<file path="config.mk">
export PLATFORM = sky130hd
export DESIGN_NAME = relay_supervisor_with_retry_unit
export DESIGN_NICKNAME = d
export VERILOG_FILES = /design/src/design/rsr_pkg.sv /design/src/design/relay_supervisor_with_retry_unit.sv /design/src/design/rsr_in_reg.sv /design/src/design/rsr_core.sv
export SDC_FILE = /design/constraint.sdc
export NUM_CORES = 1
export LEC_CHECK = 0
export CORE_MARGIN = 10
export CORE_UTILIZATION = 25
export CTS_BUF_LIST = sky130_fd_sc_hd__clkbuf_8
export CTS_CLUSTER_DIAMETER = 150
export CTS_CLUSTER_SIZE = 14
export DETAILED_ROUTE_END_ITERATION = 8
export DONT_BUFFER_PORTS = 1
export PLACE_DENSITY = 0.37
export SETUP_SLACK_MARGIN = 0.4
export SYNTH_ARGS = -nofsm -noshare
export SYNTH_HDL_FRONTEND = slang
export SYNTH_SLANG_ARGS = --single-unit
</file>
<file path="constraint.sdc">
create_clock -name i_clk -period 7.3 [get_ports i_clk]
set_input_delay 1.095 -clock i_clk [delete_from_list [all_inputs] [get_ports i_clk]]
set_output_delay 1.095 -clock i_clk [all_outputs]
set_load 0.01 [all_outputs]
</file>
<file path="src/design/rsr_pkg.sv">
`default_nettype none

package rsr_pkg;

    localparam int unsigned CFG_DATA_W = 16;
    localparam int unsigned CFG_ADDR_W = 1;

    localparam logic [CFG_ADDR_W-1:0] CFG_CHECK_PERIOD = 1'd0;
    localparam logic [CFG_ADDR_W-1:0] CFG_RETRY_LIMIT  = 1'd1;

    localparam logic [15:0] CHECK_PERIOD_RST = 16'd1000;
    localparam logic [7:0]  RETRY_LIMIT_RST  = 8'd3;
    localparam logic [31:0] RESTART_DELAY    = 32'd1000;
    localparam logic [31:0] DISARMED         = 32'hFFFF_FFFF;

    typedef enum logic [1:0] {
        ACT_TICK   = 2'd0,
        ACT_SET    = 2'd1,
        ACT_TOGGLE = 2'd2,
        ACT_ARM    = 2'd3
    } t_action;

    typedef struct packed {
        t_action     action;
        logic        close_request;
        logic [31:0] timeout_ms;
        logic        feedback_level;
    } t_item;

    typedef struct packed {
        logic       coil_drive;
        logic       fault;
        logic       fault_event;
        logic [7:0] retries_left;
    } t_result;

endpackage

`default_nettype wire

</file>
<file path="src/design/relay_supervisor_with_retry_unit.sv">
`default_nettype none

// Supervisor for a monostable relay with feedback checking and retries. Each word
// is a millisecond tick carrying the feedback level, a set or toggle command, or
// the arming of a one-shot toggle. Every accepted word yields exactly one result
// word holding the coil drive, the fault flag, a fault change pulse and the
// remaining retries. A word is registered in the input register on acceptance;
// its result is registered in the output register when the core fires. One word
// is taken in every cycle unless the output stalls, a rate the core's state
// update sets. An output register separates the two channels; configuration is
// written through a simple write port (index 0 check period, index 1 retry limit).
module relay_supervisor_with_retry_unit
    import rsr_pkg::*;
(
    input  wire logic                  i_clk,
    input  wire logic                  i_rst_n,
    input  wire logic                  i_cfg_wr_en,
    input  wire logic [CFG_ADDR_W-1:0] i_cfg_addr,
    input  wire logic [CFG_DATA_W-1:0] i_cfg_wr_data,
    input  wire logic                  i_in_valid,
    output logic                       o_in_ready,
    input  wire logic [1:0]            i_action,
    input  wire logic                  i_close_request,
    input  wire logic [31:0]           i_timeout_ms,
    input  wire logic                  i_feedback_level,
    output logic                       o_out_valid,
    input  wire logic                  i_out_ready,
    output logic                       o_coil_drive,
    output logic                       o_fault,
    output logic                       o_fault_event,
    output logic [7:0]                 o_retries_left
);

    t_item   in_item;
    t_item   held_item;
    logic    held_valid;
    logic    advance;
    logic    fire;
    t_result result;
    t_result r_out;
    logic    r_out_valid;

    assign in_item.action         = t_action'(i_action);
    assign in_item.close_request  = i_close_request;
    assign in_item.timeout_ms     = i_timeout_ms;
    assign in_item.feedback_level = i_feedback_level;

    assign advance = !r_out_valid || i_out_ready;
    assign fire    = held_valid && advance;

    rsr_in_reg u_in_reg (
        .i_clk     (i_clk),
        .i_rst_n   (i_rst_n),
        .i_valid   (i_in_valid),
        .o_ready   (o_in_ready),
        .i_item    (in_item),
        .i_advance (advance),
        .o_valid   (held_valid),
        .o_item    (held_item)
    );

    rsr_core u_core (
        .i_clk         (i_clk),
        .i_rst_n       (i_rst_n),
        .i_cfg_wr_en   (i_cfg_wr_en),
        .i_cfg_addr    (i_cfg_addr),
        .i_cfg_wr_data (i_cfg_wr_data),
        .i_fire        (fire),
        .i_item        (held_item),
        .o_result      (result)
    );

    always_ff @(posedge i_clk) begin
        if (!i_rst_n) begin
            r_out_valid <= 1'b0;
        end else if (advance) begin
            r_out_valid <= fire;
        end
    end

    always_ff @(posedge i_clk) begin
        if (fire) begin
            r_out <= result;
        end
    end

    assign o_out_valid    = r_out_valid;
    assign o_coil_drive   = r_out.coil_drive;
    assign o_fault        = r_out.fault;
    assign o_fault_event  = r_out.fault_event;
    assign o_retries_left = r_out.retries_left;

endmodule

`default_nettype wire

</file>
<file path="src/design/rsr_in_reg.sv">
`default_nettype none

module rsr_in_reg
    import rsr_pkg::*;
(
    input  wire logic  i_clk,
    input  wire logic  i_rst_n,
    input  wire logic  i_valid,
    output logic       o_ready,
    input  wire t_item i_item,
    input  wire logic  i_advance,
    output logic       o_valid,
    output t_item      o_item
);

    logic  r_valid;
    logic  n_valid;
    t_item r_item;

    assign o_ready = !r_valid || i_advance;

    always_comb begin
        n_valid = r_valid;
        if (i_valid && o_ready) begin
            n_valid = 1'b1;
        end else if (i_advance) begin
            n_valid = 1'b0;
        end
    end

    always_ff @(posedge i_clk) begin
        if (!i_rst_n) begin
            r_valid <= 1'b0;
        end else begin
            r_valid <= n_valid;
        end
    end

    always_ff @(posedge i_clk) begin
        if (i_valid && o_ready) begin
            r_item <= i_item;
        end
    end

    assign o_valid = r_valid;
    assign o_item  = r_item;

endmodule

`default_nettype wire

</file>
<file path="src/design/rsr_core.sv">
`default_nettype none

module rsr_core
    import rsr_pkg::*;
(
    input  wire logic                  i_clk,
    input  wire logic                  i_rst_n,
    input  wire logic                  i_cfg_wr_en,
    input  wire logic [CFG_ADDR_W-1:0] i_cfg_addr,
    input  wire logic [CFG_DATA_W-1:0] i_cfg_wr_data,
    input  wire logic                  i_fire,
    input  wire t_item                 i_item,
    output t_result                    o_result
);

    logic [15:0] r_check_period;
    logic [7:0]  r_retry_limit;

    logic [31:0] r_time_now;
    logic        r_cmd_closed;
    logic [31:0] r_toggle_due;
    logic [31:0] r_check_due;
    logic [7:0]  r_retry_count;
    logic        r_fault;

    logic [31:0] n_time_now;
    logic        n_cmd_closed;
    logic [31:0] n_toggle_due;
    logic [31:0] n_check_due;
    logic [7:0]  n_retry_count;
    logic        n_fault;
    logic        event_pulse;

    logic [31:0] time_inc;
    logic [32:0] restart_sum;
    logic [31:0] period_due;
    logic [31:0] now_restart;
    logic        toggle_hit;
    logic        check_hit;
    logic        fb_closed;
    logic [7:0]  retry_dec;

    assign time_inc    = r_time_now + 32'd1;
    assign restart_sum = {1'b0, time_inc} + {1'b0, RESTART_DELAY};
    assign period_due  = time_inc + {16'd0, r_check_period};
    assign now_restart = r_time_now + RESTART_DELAY;
    assign toggle_hit  = time_inc > r_toggle_due;
    // After a timer toggle the check due time is now plus the restart delay,
    // which the new time exceeds only when that sum has wrapped.
    assign check_hit   = toggle_hit ? restart_sum[32] : (time_inc > r_check_due);
    assign fb_closed   = !i_item.feedback_level;
    assign retry_dec   = (r_retry_count != 8'd0) ? r_retry_count - 8'd1 : 8'd0;

    always_comb begin
        n_time_now    = r_time_now;
        n_cmd_closed  = r_cmd_closed;
        n_toggle_due  = r_toggle_due;
        n_check_due   = r_check_due;
        n_retry_count = r_retry_count;
        n_fault       = r_fault;
        event_pulse   = 1'b0;
        case (i_item.action)
            ACT_TICK: begin
                n_time_now = time_inc;
                if (toggle_hit) begin
                    n_toggle_due = DISARMED;
                    n_cmd_closed = !r_cmd_closed;
                    n_check_due  = restart_sum[31:0];
                end
                if (check_hit) begin
                    if (fb_closed != n_cmd_closed) begin
                        if (!r_fault) begin
                            n_retry_count = retry_dec;
                            if (retry_dec == 8'd0) begin
                                n_fault     = 1'b1;
                                event_pulse = 1'b1;
                            end
                        end
                    end else begin
                        if (r_fault) begin
                            n_fault     = 1'b0;
                            event_pulse = 1'b1;
                        end
                        n_retry_count = r_retry_limit;
                    end
                    n_check_due = period_due;
                end
            end
            ACT_SET: begin
                n_cmd_closed = i_item.close_request;
                n_check_due  = now_restart;
            end
            ACT_TOGGLE: begin
                n_cmd_closed = !r_cmd_closed;
                n_check_due  = now_restart;
            end
            ACT_ARM: begin
                n_toggle_due = r_time_now + i_item.timeout_ms;
            end
            default: begin
                n_time_now = r_time_now;
            end
        endcase
    end

    always_ff @(posedge i_clk) begin
        if (!i_rst_n) begin
            r_check_period <= CHECK_PERIOD_RST;
            r_retry_limit  <= RETRY_LIMIT_RST;
        end else if (i_cfg_wr_en) begin
            case (i_cfg_addr)
                CFG_CHECK_PERIOD: r_check_period <= i_cfg_wr_data;
                CFG_RETRY_LIMIT:  r_retry_limit  <= i_cfg_wr_data[7:0];
                default: begin
                    r_retry_limit <= r_retry_limit;
                end
            endcase
        end
    end

    always_ff @(posedge i_clk) begin
        if (!i_rst_n) begin
            r_time_now    <= 32'd0;
            r_cmd_closed  <= 1'b0;
            r_toggle_due  <= DISARMED;
            r_check_due   <= RESTART_DELAY;
            r_retry_count <= RETRY_LIMIT_RST;
            r_fault       <= 1'b0;
        end else if (i_fire) begin
            r_time_now    <= n_time_now;
            r_cmd_closed  <= n_cmd_closed;
            r_toggle_due  <= n_toggle_due;
            r_check_due   <= n_check_due;
            r_retry_count <= n_retry_count;
            r_fault       <= n_fault;
        end
    end

    assign o_result.coil_drive   = n_cmd_closed;
    assign o_result.fault        = n_fault;
    assign o_result.fault_event  = event_pulse;
    assign o_result.retries_left = n_retry_count;

endmodule

`default_nettype wire

</file>
==> impl_metrics.env <==
export IMPL_critPathSlowestCell="dfxtp_1"
export IMPL_synth_area_top_cells="dfxtp_1, ha_1, edfxtp_1"
export IMPL_worstPathMaxFanout=11
export IMPL_final_common_cell="nand2_1"
export IMPL_powerDensity_mw_per_mm2=147
export IMPL_drc=0
export IMPL_synth_mux_area_frac=0.00995
export IMPL_post_cts_resized=0
export IMPL_ant_nets=0
export IMPL_fin_nets=1721
export IMPL_rsz0062_at_grt="no"
export IMPL_fmax_mhz=160
export IMPL_synthCells=1584
export IMPL_portBuffers=0
export IMPL_dieArea_mm2=0.0607
export IMPL_grt_usage=0.143
export IMPL_yosys_area_share_adder=0.121
export IMPL_slew_violations=0
export IMPL_fin_util=0.275
export IMPL_synthSimpleGateAreaFrac=0.220
export IMPL_critPathBufInv=1
export IMPL_drv_cap=0
export IMPL_clkSlewWorstSetupHoldPaths_ps=110
export IMPL_drive_gt1_frac=0.0566
export IMPL_dp_hpwl_um=32500
export IMPL_synth_compound_area_frac=0.191
export IMPL_die_w_um=246
export IMPL_syn_nets=1764
export IMPL_skew_ps=23.0
export IMPL_irDropWorstVdd_v=0.000123
export IMPL_root_buffer="clkbuf_8"
export IMPL_htreeDepth=4
export IMPL_clock_path_buffers=2
export IMPL_hp_class="register to register"
export IMPL_vias_per_cell=4.90
export IMPL_io_pins=71
export IMPL_cts_tree="done"
export IMPL_p_leak_nw=5.80
export IMPL_initial_core_util=0.254
export IMPL_synth_top_family_by_area="simple AND/OR/NAND/NOR gates"
export IMPL_grt_max_degree=62
export IMPL_worstSetupStartpointType="register"
export IMPL_num_vias=10905
export IMPL_tightest_slew_ps=1070
export IMPL_relSlewSlack=0.282
export IMPL_clock_latency_ps=590
export IMPL_antenna_found_initial=1
export IMPL_cp_top_family="simple AND/OR/NAND/NOR gates"
export IMPL_synth_edff_count=47
export IMPL_setup_viol=0
export IMPL_synth_seq_cells=179
export IMPL_finalCritPeriodShare=0.855
export IMPL_first_iter_violations=671
export IMPL_core_region_area_mm2=0.0505
export IMPL_worst_setup_path_end_kind="register"
export IMPL_avgRoutedWirePerCell_um=19.1
export IMPL_die_h_um=246
export IMPL_fin_crit_ps=6240
export IMPL_grt_pass1_vias=10739
export IMPL_yosysWarnings=0
export IMPL_worstPathCellList="ha_1 > nand3_1 > nor4_2 > buf_4 > nand4_1 > or2_2 > xnor2_1 > ha_1 > nand2_1 > o21ai_0 > a221oi_1 > and3b_1 > o21ai_0 > o211ai_1 > o21a_1 > mux2i_4 > nor3b_1 > or4_1 > nand3_1"
export IMPL_hold_buffers=0
export IMPL_cts_sink_count=179
export IMPL_setup_tns_ps=0
export IMPL_synthArstFlopShare=0
export IMPL_ys_types=83
export IMPL_max_stage_delay_ps=580
export IMPL_yosys_area_top_type_share=0.206
export IMPL_gr_total_overflow=0
export IMPL_finalHoldViolations=0
export IMPL_place_congestion=0.836
export IMPL_yosysSeqAreaShare=0.316
export IMPL_crit_type="register to register"
export IMPL_synthFlopType="dfxtp_1"
export IMPL_outcome="completed"
export IMPL_fp_row_count=82
export IMPL_synthXorXnorAreaFrac=0.0827
export IMPL_drt_pass1_iterations=5
export IMPL_area_growth_pct=8.41
export IMPL_avgSynthCellArea_um2=8.09
export IMPL_syn_area_mm2=0.0128
export IMPL_routed_wl_um=42600
export IMPL_required_ps=7830
export IMPL_cts_buffers=17
export IMPL_arrival_ps=6770
export IMPL_cts_setup_buffers=0
export IMPL_final_cell_mix="nand2_1, dfxtp_1, nor2_1"
export IMPL_yosysTopAreaCell="dfxtp_1"
export IMPL_grt_pass1_wl_um=66100
## state kept, by name, indices dropped and copies added (netlist names)
register,flops
o_fault,1
o_out_valid,1
o_retries_left,8
u_core.r_fault,1
o_fault_event,1
o_coil_drive,1
u_core.r_retry_limit,8
u_core.r_cmd_closed,1
u_core.r_check_period,16
u_in_reg.o_item,36
u_core.r_check_due,32
u_core.r_time_now,32
u_core.r_retry_count,8
u_in_reg.o_valid,1
u_core.r_toggle_due,32
## through the flow
stage / instance area, um^2 / power [mW] / hold slack (ps) / worst slack (ps) / std cells
after floorplan: 12800 / 1.24 / 432 / 2290 / 1584
after global placement: 13500 / 1.30 / 445 / 1060 / 2194
after detailed placement: 13500 / 1.30 / 449 / 962 / 2194
after CTS: 13900 / 2.09 / 463 / 906 / 2226
after global routing: 13900 / 2.14 / 479 / 484 / 2227
final: 13900 / 2.04 / 460 / 1060 / 2227
## cell usage after synthesis, types with 20 or more instances
library cell / n
a21oi_1: 123
a31oi_1: 23
a21o_1: 22
o21ai_0: 90
xor2_1: 48
a211oi_1: 21
clkbuf_1: 58
or3_1: 20
inv_1: 106
nand3_1: 60
nand2_1: 183
xnor2_1: 73
nor2_1: 126
nand4_1: 39
edfxtp_1: 47
nor3_1: 38
dfxtp_1: 132
ha_1: 120
## cell families after synthesis
logic type	count (synthesis)
AO/OA/AOI/OAI	389
XOR/XNOR	121
adder cells (fa/ha/maj)	123
buffers and inverters	189
flip-flops	179
multiplexers	11
AND/OR/NAND/NOR	572
## per-layer routing
layer  vias to the layer above  track usage  share of wire
met2                       218        0.213           0.42
met4                         0       0.0429          0.018
li1                       5563            -              -
met3                        38       0.0305          0.042
met5                         -            0              0
met1                      5086        0.202           0.52
## final cells by class
class,instances,area [um^2]
Fill cell,5496,36600
Multi-Input combinational cell,1216,8050
Sequential cell,179,4060
Tap cell,672,841
Inverter,107,402
Clock buffer,17,234
Clock inverter,15,165
Timing Repair Buffer,20,150
Antenna cell,1,2.50
## worst reg2reg max path, delay by kind of cell, from the launching register on
kind / cells / cell delay, ps
buffers and inverters: 1 / 240
DFF: 1 / 580
adders and majority gates: 2 / 690
xor gates and xnor gates: 1 / 420
muxes: 1 / 390
and+or+nand+nor: 9 / 2280
AOI/OAI and AO/OA: 5 / 1600
## power breakdown
part / switching, mW / total [mW] / internal (mW)
Combinational: 0.137 / 0.205 / 0.0684
Clock: 0.428 / 0.763 / 0.336
Sequential: 0.0207 / 1.07 / 1.05
## path summary, 6_finish.rpt
path,depth (start not counted),start,to,slack [ps]
min reg2reg,2,u_core.r_check_due[12],u_core.r_check_due[12],460
max reg2reg,19,u_core.r_time_now[1],u_core.r_check_due[17],1060
min,2,u_core.r_check_due[12],u_core.r_check_due[12],460
max,19,u_core.r_time_now[1],u_core.r_check_due[17],1060
No activity file was read; power rests on OpenSTA's default activity.
